[config.mk]
export PLATFORM = sky130hd
export DESIGN_NAME = calendar_date_stepper
export DESIGN_NICKNAME = d
export VERILOG_FILES = /design/src/rtl/core/cds_pkg.sv /design/src/rtl/core/cds_daynum.sv /design/src/rtl/core/cds_datapath.sv /design/src/rtl/core/cds_ctrl.sv /design/src/rtl/core/calendar_date_stepper.sv
export SDC_FILE = /design/constraint.sdc
export NUM_CORES = 1
export LEC_CHECK = 0
export BUFFER_PORTS_ARGS = -buffer_cell sky130_fd_sc_hd__buf_4
export CAP_MARGIN = 30
export CELL_PAD_IN_SITES_DETAIL_PLACEMENT = 2
export CELL_PAD_IN_SITES_GLOBAL_PLACEMENT = 2
export CORE_MARGIN = 2
export CORE_UTILIZATION = 45
export CTS_CLUSTER_DIAMETER = 100
export DETAILED_ROUTE_END_ITERATION = 10
export PLACE_DENSITY_LB_ADDON = 0.1
export SYNTH_ARGS = -nofsm -noshare
export SYNTH_HDL_FRONTEND = slang
export SYNTH_SLANG_ARGS = --single-unit
[constraint.sdc]
create_clock -name clk -period 14.25 [get_ports clk]
set_input_delay 1.425 -clock clk [delete_from_list [all_inputs] [get_ports clk]]
set_output_delay 1.425 -clock clk [all_outputs]
set_load 0.005 [all_outputs]
[src/rtl/core/cds_pkg.sv]
// shared types, constants and calendar tables for the date stepper
package cds_pkg;

	// field widths
	localparam int DAY_W   = 5;
	localparam int MONTH_W = 4;
	localparam int YEAR_W  = 14;
	localparam int COUNT_W = 16;
	localparam int DIST_W  = 22;
	localparam int NUM_W   = 23;
	localparam int QUO_W   = 8;
	localparam int REM_W   = 7;

	// limits
	localparam int MAX_STEP = 65535;
	localparam int MAX_YEAR = 9999;

	// state after reset
	localparam int RESET_DAY   = 1;
	localparam int RESET_MONTH = 1;
	localparam int RESET_YEAR  = 2000;

	// division by 100 through a reciprocal, exact for values below 2**14
	localparam int DIV100_MUL   = 10486;
	localparam int DIV100_SHIFT = 20;
	localparam int PROD_W       = 28;

	typedef enum logic [2:0] {
		OP_LOAD = 3'd0,
		OP_NEXT = 3'd1,
		OP_PREV = 3'd2,
		OP_ADD  = 3'd3,
		OP_SUB  = 3'd4,
		OP_DIST = 3'd5
	} op_t;

	typedef enum logic [2:0] {
		ST_IDLE,
		ST_ARG_WAIT,
		ST_CUR_WAIT,
		ST_STEP,
		ST_FINISH
	} state_t;

	// controller to datapath
	typedef struct packed {
		logic capture;
		logic num_start;
		logic num_sel_cur;
		logic load_date;
		logic save_arg;
		logic calc_dist;
		logic step_en;
		logic set_err;
		logic out_load;
	} cmd_t;

	// datapath to controller
	typedef struct packed {
		logic num_done;
		logic num_valid;
		logic op_load;
		logic remain_zero;
		logic at_limit;
		logic out_free;
	} status_t;

	// length of a month, zero for a month code that means nothing
	function automatic logic [DAY_W-1:0] month_len(input logic [MONTH_W-1:0] m,
			input logic leap);
		logic [DAY_W-1:0] len;
		case (m)
			4'd1, 4'd3, 4'd5, 4'd7, 4'd8, 4'd10, 4'd12: len = 5'd31;
			4'd4, 4'd6, 4'd9, 4'd11:                     len = 5'd30;
			4'd2:                                        len = leap ? 5'd29 : 5'd28;
			default:                                     len = 5'd0;
		endcase
		return len;
	endfunction

	// days in the year before the first of month m
	function automatic logic [8:0] days_before(input logic [MONTH_W-1:0] m,
			input logic leap);
		logic [8:0] base;
		case (m)
			4'd1:    base = 9'd0;
			4'd2:    base = 9'd31;
			4'd3:    base = 9'd59;
			4'd4:    base = 9'd90;
			4'd5:    base = 9'd120;
			4'd6:    base = 9'd151;
			4'd7:    base = 9'd181;
			4'd8:    base = 9'd212;
			4'd9:    base = 9'd243;
			4'd10:   base = 9'd273;
			4'd11:   base = 9'd304;
			4'd12:   base = 9'd334;
			default: base = 9'd0;
		endcase
		if (leap && m > 4'd2) begin
			base = base + 9'd1;
		end
		return base;
	endfunction

endpackage

[src/rtl/core/cds_daynum.sv]
// three-stage day number unit with leap and validity check
module cds_daynum (
	input  logic                           clk,
	input  logic                           arst_n,
	input  logic                           start,
	input  logic [cds_pkg::DAY_W-1:0]      day,
	input  logic [cds_pkg::MONTH_W-1:0]    month,
	input  logic [cds_pkg::YEAR_W-1:0]     year,
	output logic                           done,
	output logic                           valid,
	output logic [cds_pkg::NUM_W-1:0]      num,
	output logic [cds_pkg::REM_W-1:0]      rem100,
	output logic [1:0]                     cent4
);

	logic v_s1, v_s2, v_s3;

	logic [cds_pkg::DAY_W-1:0]   day_s1, day_s2;
	logic [cds_pkg::MONTH_W-1:0] month_s1, month_s2;
	logic [cds_pkg::YEAR_W-1:0]  year_s1, p_s1;
	logic [cds_pkg::QUO_W-1:0]   yq_s1, pq_s1, p4q_s1;

	logic [cds_pkg::NUM_W-1:0]   base_s2;
	logic                        leap_s2, ok_s2;
	logic [cds_pkg::REM_W-1:0]   rem_s2;
	logic [1:0]                  c4_s2;

	logic [cds_pkg::NUM_W-1:0]   num_s3;
	logic                        ok_s3;
	logic [cds_pkg::REM_W-1:0]   rem_s3;
	logic [1:0]                  c4_s3;

	// stage 1 quotients by reciprocal multiplication
	logic [cds_pkg::YEAR_W-1:0] p_c;
	logic [cds_pkg::PROD_W-1:0] yprod_c, pprod_c, p4prod_c;

	assign p_c      = year - cds_pkg::YEAR_W'(1);
	assign yprod_c  = cds_pkg::PROD_W'(year) * cds_pkg::PROD_W'(cds_pkg::DIV100_MUL);
	assign pprod_c  = cds_pkg::PROD_W'(p_c) * cds_pkg::PROD_W'(cds_pkg::DIV100_MUL);
	assign p4prod_c = cds_pkg::PROD_W'(p_c[cds_pkg::YEAR_W-1:2])
		* cds_pkg::PROD_W'(cds_pkg::DIV100_MUL);

	// stage 2 leap rule, year base and range test
	logic [cds_pkg::YEAR_W-1:0] rem_wide_c;
	logic [cds_pkg::REM_W-1:0]  rem_c;
	logic                       leap_c, ok_c;
	logic [cds_pkg::NUM_W-1:0]  base_c;
	logic [cds_pkg::DAY_W-1:0]  len_c;

	always_comb begin
		rem_wide_c = year_s1 - cds_pkg::YEAR_W'(yq_s1) * cds_pkg::YEAR_W'(100);
		rem_c      = rem_wide_c[cds_pkg::REM_W-1:0];
		leap_c     = ((year_s1[1:0] == 2'd0) && (rem_c != '0))
			|| ((rem_c == '0) && (yq_s1[1:0] == 2'd0));
		base_c     = cds_pkg::NUM_W'(365) * cds_pkg::NUM_W'(p_s1)
			+ cds_pkg::NUM_W'(p_s1[cds_pkg::YEAR_W-1:2])
			- cds_pkg::NUM_W'(pq_s1)
			+ cds_pkg::NUM_W'(p4q_s1);
		len_c      = cds_pkg::month_len(month_s1, leap_c);
		ok_c       = (year_s1 != '0)
			&& (32'(year_s1) <= 32'(cds_pkg::MAX_YEAR))
			&& (len_c != '0)
			&& (day_s1 != '0)
			&& (day_s1 <= len_c);
	end

	// stage valid flags
	always_ff @(posedge clk or negedge arst_n) begin
		if (!arst_n) begin
			v_s1 <= 1'b0;
			v_s2 <= 1'b0;
			v_s3 <= 1'b0;
		end else begin
			v_s1 <= start;
			v_s2 <= v_s1;
			v_s3 <= v_s2;
		end
	end

	// stage payloads
	always_ff @(posedge clk) begin
		day_s1   <= day;
		month_s1 <= month;
		year_s1  <= year;
		p_s1     <= p_c;
		yq_s1    <= yprod_c[cds_pkg::DIV100_SHIFT +: cds_pkg::QUO_W];
		pq_s1    <= pprod_c[cds_pkg::DIV100_SHIFT +: cds_pkg::QUO_W];
		p4q_s1   <= p4prod_c[cds_pkg::DIV100_SHIFT +: cds_pkg::QUO_W];

		day_s2   <= day_s1;
		month_s2 <= month_s1;
		base_s2  <= base_c;
		leap_s2  <= leap_c;
		ok_s2    <= ok_c;
		rem_s2   <= rem_c;
		c4_s2    <= yq_s1[1:0];

		num_s3   <= base_s2 + cds_pkg::NUM_W'(cds_pkg::days_before(month_s2, leap_s2))
			+ cds_pkg::NUM_W'(day_s2) - cds_pkg::NUM_W'(1);
		ok_s3    <= ok_s2;
		rem_s3   <= rem_s2;
		c4_s3    <= c4_s2;
	end

	assign done   = v_s3;
	assign valid  = ok_s3;
	assign num    = num_s3;
	assign rem100 = rem_s3;
	assign cent4  = c4_s3;

endmodule

[src/rtl/core/cds_datapath.sv]
// date registers, day stepping, distance and result register
module cds_datapath (
	input  logic                           clk,
	input  logic                           arst_n,
	input  cds_pkg::cmd_t                  cmd,
	output cds_pkg::status_t               status,
	input  logic [2:0]                     op,
	input  logic [cds_pkg::DAY_W-1:0]      arg_day,
	input  logic [cds_pkg::MONTH_W-1:0]    arg_month,
	input  logic [cds_pkg::YEAR_W-1:0]     arg_year,
	input  logic [cds_pkg::COUNT_W-1:0]    step_count,
	output logic                           out_valid,
	input  logic                           out_ready,
	output logic [cds_pkg::DAY_W-1:0]      cur_day,
	output logic [cds_pkg::MONTH_W-1:0]    cur_month,
	output logic [cds_pkg::YEAR_W-1:0]     cur_year,
	output logic [cds_pkg::DIST_W-1:0]     day_distance,
	output logic                           range_error
);

	localparam logic [cds_pkg::REM_W-1:0] RESET_REM =
		cds_pkg::REM_W'(cds_pkg::RESET_YEAR % 100);
	localparam logic [1:0] RESET_C4 = 2'((cds_pkg::RESET_YEAR / 100) % 4);
	localparam logic [cds_pkg::REM_W-1:0] REM_TOP = cds_pkg::REM_W'(99);

	// current date and its century position
	logic [cds_pkg::DAY_W-1:0]   date_day_q;
	logic [cds_pkg::MONTH_W-1:0] date_month_q;
	logic [cds_pkg::YEAR_W-1:0]  date_year_q;
	logic [cds_pkg::REM_W-1:0]   rem100_q;
	logic [1:0]                  c4_q;

	// request held while it is worked on
	logic [2:0]                  op_q;
	logic [cds_pkg::COUNT_W-1:0] remain_q;
	logic [cds_pkg::DAY_W-1:0]   req_day_q;
	logic [cds_pkg::MONTH_W-1:0] req_month_q;
	logic [cds_pkg::YEAR_W-1:0]  req_year_q;
	logic [cds_pkg::NUM_W-1:0]   znum_q;
	logic                        err_q;
	logic [cds_pkg::DIST_W-1:0]  dist_q;

	// result register
	logic                        out_valid_q;
	logic [cds_pkg::DAY_W-1:0]   out_day_q;
	logic [cds_pkg::MONTH_W-1:0] out_month_q;
	logic [cds_pkg::YEAR_W-1:0]  out_year_q;
	logic [cds_pkg::DIST_W-1:0]  out_dist_q;
	logic                        out_err_q;

	// day number unit, fed from the request ports or the current date
	logic                        num_done, num_valid;
	logic [cds_pkg::NUM_W-1:0]   num;
	logic [cds_pkg::REM_W-1:0]   num_rem;
	logic [1:0]                  num_c4;

	cds_daynum u_daynum (
		.clk    (clk),
		.arst_n (arst_n),
		.start  (cmd.num_start),
		.day    (cmd.num_sel_cur ? date_day_q   : arg_day),
		.month  (cmd.num_sel_cur ? date_month_q : arg_month),
		.year   (cmd.num_sel_cur ? date_year_q  : arg_year),
		.done   (num_done),
		.valid  (num_valid),
		.num    (num),
		.rem100 (num_rem),
		.cent4  (num_c4)
	);

	// day count for the request, saturated
	logic [cds_pkg::COUNT_W-1:0] count_c;

	always_comb begin
		if (op == cds_pkg::OP_NEXT || op == cds_pkg::OP_PREV) begin
			count_c = cds_pkg::COUNT_W'(1);
		end else if (32'(step_count) > 32'(cds_pkg::MAX_STEP)) begin
			count_c = cds_pkg::COUNT_W'(cds_pkg::MAX_STEP);
		end else begin
			count_c = step_count;
		end
	end

	// one day forward or back
	logic                        fwd_c, leap_c, at_limit_c;
	logic [cds_pkg::DAY_W-1:0]   nday_c;
	logic [cds_pkg::MONTH_W-1:0] nmonth_c;
	logic [cds_pkg::YEAR_W-1:0]  nyear_c;
	logic [cds_pkg::REM_W-1:0]   nrem_c;
	logic [1:0]                  nc4_c;

	always_comb begin
		fwd_c  = (op_q == cds_pkg::OP_NEXT) || (op_q == cds_pkg::OP_ADD);
		leap_c = ((date_year_q[1:0] == 2'd0) && (rem100_q != '0))
			|| ((rem100_q == '0) && (c4_q == 2'd0));
		if (fwd_c) begin
			at_limit_c = (date_day_q == cds_pkg::DAY_W'(31))
				&& (date_month_q == cds_pkg::MONTH_W'(12))
				&& (32'(date_year_q) == 32'(cds_pkg::MAX_YEAR));
		end else begin
			at_limit_c = (date_day_q == cds_pkg::DAY_W'(1))
				&& (date_month_q == cds_pkg::MONTH_W'(1))
				&& (date_year_q == cds_pkg::YEAR_W'(1));
		end

		nday_c   = date_day_q;
		nmonth_c = date_month_q;
		nyear_c  = date_year_q;
		nrem_c   = rem100_q;
		nc4_c    = c4_q;
		if (fwd_c) begin
			if (date_day_q == cds_pkg::month_len(date_month_q, leap_c)) begin
				nday_c = cds_pkg::DAY_W'(1);
				if (date_month_q == cds_pkg::MONTH_W'(12)) begin
					nmonth_c = cds_pkg::MONTH_W'(1);
					nyear_c  = date_year_q + cds_pkg::YEAR_W'(1);
					if (rem100_q == REM_TOP) begin
						nrem_c = '0;
						nc4_c  = c4_q + 2'd1;
					end else begin
						nrem_c = rem100_q + cds_pkg::REM_W'(1);
					end
				end else begin
					nmonth_c = date_month_q + cds_pkg::MONTH_W'(1);
				end
			end else begin
				nday_c = date_day_q + cds_pkg::DAY_W'(1);
			end
		end else begin
			if (date_day_q == cds_pkg::DAY_W'(1)) begin
				if (date_month_q == cds_pkg::MONTH_W'(1)) begin
					nday_c   = cds_pkg::DAY_W'(31);
					nmonth_c = cds_pkg::MONTH_W'(12);
					nyear_c  = date_year_q - cds_pkg::YEAR_W'(1);
					if (rem100_q == '0) begin
						nrem_c = REM_TOP;
						nc4_c  = c4_q - 2'd1;
					end else begin
						nrem_c = rem100_q - cds_pkg::REM_W'(1);
					end
				end else begin
					nmonth_c = date_month_q - cds_pkg::MONTH_W'(1);
					nday_c   = cds_pkg::month_len(nmonth_c, leap_c);
				end
			end else begin
				nday_c = date_day_q - cds_pkg::DAY_W'(1);
			end
		end
	end

	// absolute distance, saturated to the field
	logic [cds_pkg::NUM_W-1:0]  diff_c;
	logic [cds_pkg::DIST_W-1:0] dist_c;

	always_comb begin
		diff_c = (num > znum_q) ? (num - znum_q) : (znum_q - num);
		if (diff_c[cds_pkg::NUM_W-1]) begin
			dist_c = '1;
		end else begin
			dist_c = diff_c[cds_pkg::DIST_W-1:0];
		end
	end

	// date and control registers
	always_ff @(posedge clk or negedge arst_n) begin
		if (!arst_n) begin
			date_day_q   <= cds_pkg::DAY_W'(cds_pkg::RESET_DAY);
			date_month_q <= cds_pkg::MONTH_W'(cds_pkg::RESET_MONTH);
			date_year_q  <= cds_pkg::YEAR_W'(cds_pkg::RESET_YEAR);
			rem100_q     <= RESET_REM;
			c4_q         <= RESET_C4;
			op_q         <= cds_pkg::OP_LOAD;
			remain_q     <= '0;
			out_valid_q  <= 1'b0;
		end else begin
			if (cmd.capture) begin
				op_q     <= op;
				remain_q <= count_c;
			end
			if (cmd.load_date) begin
				date_day_q   <= req_day_q;
				date_month_q <= req_month_q;
				date_year_q  <= req_year_q;
				rem100_q     <= num_rem;
				c4_q         <= num_c4;
			end
			if (cmd.step_en) begin
				date_day_q   <= nday_c;
				date_month_q <= nmonth_c;
				date_year_q  <= nyear_c;
				rem100_q     <= nrem_c;
				c4_q         <= nc4_c;
				remain_q     <= remain_q - cds_pkg::COUNT_W'(1);
			end
			if (cmd.out_load) begin
				out_valid_q <= 1'b1;
			end else if (out_ready) begin
				out_valid_q <= 1'b0;
			end
		end
	end

	// request payload and result payload
	always_ff @(posedge clk) begin
		if (cmd.capture) begin
			req_day_q   <= arg_day;
			req_month_q <= arg_month;
			req_year_q  <= arg_year;
			err_q       <= 1'b0;
			dist_q      <= '0;
		end
		if (cmd.save_arg) begin
			znum_q <= num;
		end
		if (cmd.calc_dist) begin
			dist_q <= dist_c;
		end
		if (cmd.set_err) begin
			err_q <= 1'b1;
		end
		if (cmd.out_load) begin
			out_day_q   <= date_day_q;
			out_month_q <= date_month_q;
			out_year_q  <= date_year_q;
			out_dist_q  <= dist_q;
			out_err_q   <= err_q;
		end
	end

	assign status.num_done    = num_done;
	assign status.num_valid   = num_valid;
	assign status.op_load     = (op_q == cds_pkg::OP_LOAD);
	assign status.remain_zero = (remain_q == '0);
	assign status.at_limit    = at_limit_c;
	assign status.out_free    = !out_valid_q || out_ready;

	assign out_valid    = out_valid_q;
	assign cur_day      = out_day_q;
	assign cur_month    = out_month_q;
	assign cur_year     = out_year_q;
	assign day_distance = out_dist_q;
	assign range_error  = out_err_q;

endmodule

[src/rtl/core/cds_ctrl.sv]
// controller state machine sequencing each request
module cds_ctrl (
	input  logic              clk,
	input  logic              arst_n,
	input  logic              in_valid,
	output logic              in_ready,
	input  logic [2:0]        op,
	input  cds_pkg::status_t  status,
	output cds_pkg::cmd_t     cmd
);

	cds_pkg::state_t state_q, state_d;

	// state register
	always_ff @(posedge clk or negedge arst_n) begin
		if (!arst_n) begin
			state_q <= cds_pkg::ST_IDLE;
		end else begin
			state_q <= state_d;
		end
	end

	// next state and commands
	always_comb begin
		state_d  = state_q;
		cmd      = '0;
		in_ready = 1'b0;
		case (state_q)
			cds_pkg::ST_IDLE: begin
				in_ready = 1'b1;
				if (in_valid) begin
					cmd.capture = 1'b1;
					case (cds_pkg::op_t'(op))
						cds_pkg::OP_LOAD, cds_pkg::OP_DIST: begin
							cmd.num_start = 1'b1;
							state_d       = cds_pkg::ST_ARG_WAIT;
						end
						cds_pkg::OP_NEXT, cds_pkg::OP_PREV,
						cds_pkg::OP_ADD, cds_pkg::OP_SUB: begin
							state_d = cds_pkg::ST_STEP;
						end
						default: begin
							state_d = cds_pkg::ST_FINISH;
						end
					endcase
				end
			end
			cds_pkg::ST_ARG_WAIT: begin
				if (status.num_done) begin
					if (!status.num_valid) begin
						cmd.set_err = 1'b1;
						state_d     = cds_pkg::ST_FINISH;
					end else if (status.op_load) begin
						cmd.load_date = 1'b1;
						state_d       = cds_pkg::ST_FINISH;
					end else begin
						// operand is good, now number the current date
						cmd.save_arg    = 1'b1;
						cmd.num_start   = 1'b1;
						cmd.num_sel_cur = 1'b1;
						state_d         = cds_pkg::ST_CUR_WAIT;
					end
				end
			end
			cds_pkg::ST_CUR_WAIT: begin
				if (status.num_done) begin
					cmd.calc_dist = 1'b1;
					state_d       = cds_pkg::ST_FINISH;
				end
			end
			cds_pkg::ST_STEP: begin
				if (status.remain_zero) begin
					state_d = cds_pkg::ST_FINISH;
				end else if (status.at_limit) begin
					cmd.set_err = 1'b1;
					state_d     = cds_pkg::ST_FINISH;
				end else begin
					cmd.step_en = 1'b1;
				end
			end
			cds_pkg::ST_FINISH: begin
				if (status.out_free) begin
					cmd.out_load = 1'b1;
					state_d      = cds_pkg::ST_IDLE;
				end
			end
			default: begin
				state_d = cds_pkg::ST_IDLE;
			end
		endcase
	end

endmodule

[src/rtl/core/calendar_date_stepper.sv]
// top level of the gregorian date stepper
//
// channel   direction  handshake              payload
// request   in         in_valid / in_ready    op, arg_day, arg_month, arg_year, step_count
// result    out        out_valid / out_ready  cur_day, cur_month, cur_year, day_distance,
//                                             range_error
//
// one request at a time; day steps move one day per cycle in the stepping loop, which
// a year limit can stop early; load and distance wait on the three-stage day number
// unit
// reset returns the date to 1 january 2000 and empties the result register
// a request is taken while the last result waits; a stalled result holds the next one
// in its finishing state until the result register frees
module calendar_date_stepper (
	input  logic                           clk,
	input  logic                           arst_n,
	input  logic                           in_valid,
	output logic                           in_ready,
	input  logic [2:0]                     op,
	input  logic [cds_pkg::DAY_W-1:0]      arg_day,
	input  logic [cds_pkg::MONTH_W-1:0]    arg_month,
	input  logic [cds_pkg::YEAR_W-1:0]     arg_year,
	input  logic [cds_pkg::COUNT_W-1:0]    step_count,
	output logic                           out_valid,
	input  logic                           out_ready,
	output logic [cds_pkg::DAY_W-1:0]      cur_day,
	output logic [cds_pkg::MONTH_W-1:0]    cur_month,
	output logic [cds_pkg::YEAR_W-1:0]     cur_year,
	output logic [cds_pkg::DIST_W-1:0]     day_distance,
	output logic                           range_error
);

	cds_pkg::cmd_t    cmd;
	cds_pkg::status_t status;

	// sequencing
	cds_ctrl u_ctrl (
		.clk      (clk),
		.arst_n   (arst_n),
		.in_valid (in_valid),
		.in_ready (in_ready),
		.op       (op),
		.status   (status),
		.cmd      (cmd)
	);

	// date state and arithmetic
	cds_datapath u_datapath (
		.clk          (clk),
		.arst_n       (arst_n),
		.cmd          (cmd),
		.status       (status),
		.op           (op),
		.arg_day      (arg_day),
		.arg_month    (arg_month),
		.arg_year     (arg_year),
		.step_count   (step_count),
		.out_valid    (out_valid),
		.out_ready    (out_ready),
		.cur_day      (cur_day),
		.cur_month    (cur_month),
		.cur_year     (cur_year),
		.day_distance (day_distance),
		.range_error  (range_error)
	);

endmodule
==> run metrics <==
# IOs=94; Gate power share=70.2%; f_max=104 MHz; Reg area=0.00773 mm²; R2R Setup Slk=4.65 ns; Synth area leader=ha_1; routed wire length per instance=22.3 µm; Seq/Total Area, Yosys=27.2%; yosys warns=0; reg-to-reg startpoint=u_ctrl.state_q[2]; Area Overhead vs Synth=10.6%; number of synthesized flops with an enable pin=114; GRT overflow=0; placed cell area=0.0301 mm²; main flop type after synthesis=dfxtp_1; Unique masters post-synth=88; ys async rst share=18.5%; max cap viols=0; CTS sink count=314; Design Area, Final=0.0315 mm²; Sw Ratio=48.2%; Setup TNS=0 ns; Net Sw Power=4.19 mW; CTS H-tree depth=2; clock-pin slew on the worst setup and hold paths=0.06 ns; syn nets=3,664; total length of routed wires=86,500 µm; Layout Skew=0.0271 ns; GRT Overall Usage=26.7%; Worst R2R Path Depth=26; Initial DRC Count=839; Cells after Synth=2,910; worst skew pair latency=0.57 ns; CP Capture Type=flop; Post-DRT Antenna Nets=0; TritonCTS buffer count=39; FP Rows=92; Crit path required time=14.73 ns; Detail Placement HPWL=69,500 µm; worst reg2reg endpoint=u_datapath.u_daynum.pq_s1[6]; Final Critical Period=9.60 ns; RSZ-0062 raised after global routing=false; sequential power share=17.5%; die width=255 µm; Mean Syn Cell Area=9.77 µm²; CP max stage cell=mux2i_1; Final Hold Vio Count=0; Starting Density=45.3%; run status=completed; Slew headroom=33.5%; Core Area=0.0627 mm²; vias per cell=5.46; Leak=15.5 nW; fraction of layout cells with a size suffix above 1=7.47%; First-pass DRT Iterations=5; Core Util, Final=50.1%; root buffer cell=clkbuf_16; critical path launch point type=flop; routability cong.=0.896; Max Root-Sink Buffers=3; total power=8.68 mW; area of the multi-input gates=0.0182 mm²; worst-margin pin slew=0.970 ns; most area-consuming cells after synthesis=ha_1, fa_1, edfxtp_1; TritonCTS clock tree=yes; Clk pwr share=12.3%; initial antenna violation count=2; arrival time of the worst setup path=10.08 ns; global-route wire length before repair=139,000 µm; number of port buffers=93; Die ar.=0.0652 mm²; largest net degree at the start of global routing=59; Layout Nets=3,748; Pins Over Slew Limit=0; VDD IR-drop max=0.166 mV; top cell type's share of synthesized area=20.9%; # DRC=0; critical path peak fanout=40; CP max stage delay=0.83 ns; Final Cycle Share=67.4%; vias in the first global route=24,900; post-CTS resize count=0; die height=255 µm; Post-Syn Area=0.0284 mm²; via count=21,100; CP startpoint=u_ctrl.state_q[2]; FILL cells=6,535; post-synthesis register bit count=314; Internal=4.50 mW; Worst setup endpoint=u_datapath.u_daynum.pq_s1[6]; Power Dens Cells=276 mW/mm²; WS Path Type=reg -> reg; Final setup viols=0; Post-CTS Hold Buffers=0; worst min-delay path category=reg -> reg; ant diodes=0; Post CTS Setup Buffer Count=0
worst min path at each step:
stage               slack, ns  depth (start not counted)                            end                           from
finish                   0.31                          0   u_datapath.u_daynum.cent4[0]   u_datapath.u_daynum.c4_s2[0]
global route             0.33                          0   u_datapath.u_daynum.cent4[0]   u_datapath.u_daynum.c4_s2[0]
CTS                      0.31                          0   u_datapath.u_daynum.cent4[0]   u_datapath.u_daynum.c4_s2[0]
detailed placement       0.32                          0   u_datapath.u_daynum.cent4[0]   u_datapath.u_daynum.c4_s2[0]
global placement         0.31                          0  u_datapath.u_daynum.rem100[5]  u_datapath.u_daynum.rem_s2[5]
floorplan                0.31                          0   u_datapath.u_daynum.cent4[0]   u_datapath.u_daynum.c4_s2[0]
sequential cells by signal (all words and copies together), names as in the netlist, 5 cells and up, named ones only:
name	cells
u_datapath.dist_q	22
u_datapath.u_daynum.num	23
u_datapath.remain_q	16
u_datapath.u_daynum.day_s1	5
u_datapath.req_day_q	5
u_datapath.u_daynum.year_s1	14
u_datapath.u_daynum.p_s1	14
u_datapath.day_distance	22
u_datapath.u_daynum.rem100	7
u_datapath.req_year_q	14
u_datapath.u_daynum.rem_s2	7
u_datapath.cur_year	14
u_datapath.rem100_q	7
u_datapath.u_daynum.pq_s1	8
u_datapath.u_daynum.base_s2	23
u_datapath.date_year_q	14
u_datapath.date_day_q	5
u_datapath.u_daynum.day_s2	5
u_datapath.znum_q	23
u_datapath.cur_day	5
u_datapath.u_daynum.yq_s1	5
u_datapath.u_daynum.p4q_s1	6
layer usage:
layer / part of all wire [%] / global-route usage [%] / vias up
met2: 53 / 50.4 / 279
met3: 2.4 / 2.97 / 119
met5: 0.015 / 0 / -
met4: 2.8 / 7.65 / 2
met1: 42 / 31.8 / 10800
li1: - / - / 9899
stage by stage:
step / cells / setup WS [ns] / hold WS [ns]
2_1_floorplan: 2910 / 5.75 / 0.310
3_3_place_gp: 3796 / 5.27 / 0.313
3_5_place_dp: 3799 / 4.60 / 0.316
4_1_cts: 3871 / 4.53 / 0.308
5_1_grt: 3871 / 4.05 / 0.329
6_report: 3871 / 4.65 / 0.314
cell usage after synthesis (15+ instances only):
cell / instances
nand4_1: 18
and3_1: 23
a211oi_1: 19
nor2_1: 115
mux2i_1: 29
fa_1: 234
nor2b_1: 21
edfxtp_1: 114
xor2_1: 34
nor3_1: 55
ha_1: 474
o21a_1: 21
clkbuf_1: 49
dfrtp_1: 50
nor4_1: 15
nand2_1: 156
nand2b_1: 21
dfxtp_1: 142
a21oi_1: 177
o21ai_0: 102
xnor2_1: 105
a31oi_1: 21
nand3_1: 52
inv_1: 569
o211ai_1: 22
a21o_1: 47
power groups by stage:
stage / Clock (mW) / Sequential, mW / Combinational (mW)
floorplan: 0 / 1.43 / 4.35
global placement: 0 / 1.51 / 5.56
detailed placement: 0 / 1.53 / 6.04
CTS: 1.09 / 1.52 / 6.20
global route: 1.13 / 1.56 / 6.92
finish: 1.07 / 1.52 / 6.10
kinds of logic after synthesis:
| kind of cell | count (synthesis) | synth area share, % |
|---|---|---|
| xor gates and xnor gates | 139 | 4.28 |
| and+or+nand+nor | 543 | 9.46 |
| DFF | 314 | 27.2 |
| muxes | 37 | 1.35 |
| adders and majority gates | 708 | 37.3 |
| buffers and inverters | 644 | 8.70 |
| AOI/OAI and AO/OA | 525 | 11.7 |
layout make-up:
| cell class | count | share of cell area [%] |
|---|---|---|
| Sequential cell | 314 | 24.6 |
| Tap cell | 846 | 3.36 |
| Inverter | 573 | 6.84 |
| Clock inverter | 22 | 0.919 |
| Clock buffer | 50 | 3.42 |
| Timing Repair Buffer | 114 | 2.89 |
| Multi-Input combinational cell | 1952 | 58.0 |
worst max-delay path, delay by kind of cell, from the launching register on:
kind,cells,cell delay (ns)
buffers and inverters,6,1.17
adders and majority gates,7,3.06
AOI/OAI and AO/OA,6,1.90
and+or+nand+nor,4,1.45
DFF,1,0.50
muxes,1,0.83
xor gates and xnor gates,2,0.57
cells in the final DEF (no fill, tap or decap), types with 19 or more instances in the layout:
cell type,netlist,routed
fa_1,234,234
xor2_1,34,34
edfxtp_1,114,114
nand2_1,156,156
o21ai_0,102,102
nor2_1,115,114
o211ai_1,22,22
a21oi_1,177,177
ha_1,474,474
a31oi_1,21,21
o21a_1,21,21
a21o_1,47,47
nor3_1,55,55
mux2i_1,29,29
clkbuf_16,0,39
xnor2_1,105,104
dfxtp_1,142,142
inv_1,569,569
a211oi_1,19,19
nor2b_1,21,20
nand3_1,52,52
nand2b_1,21,21
buf_4,0,111
and3_1,23,23
dfrtp_1,50,50
(Power assumes the default switching activity.)
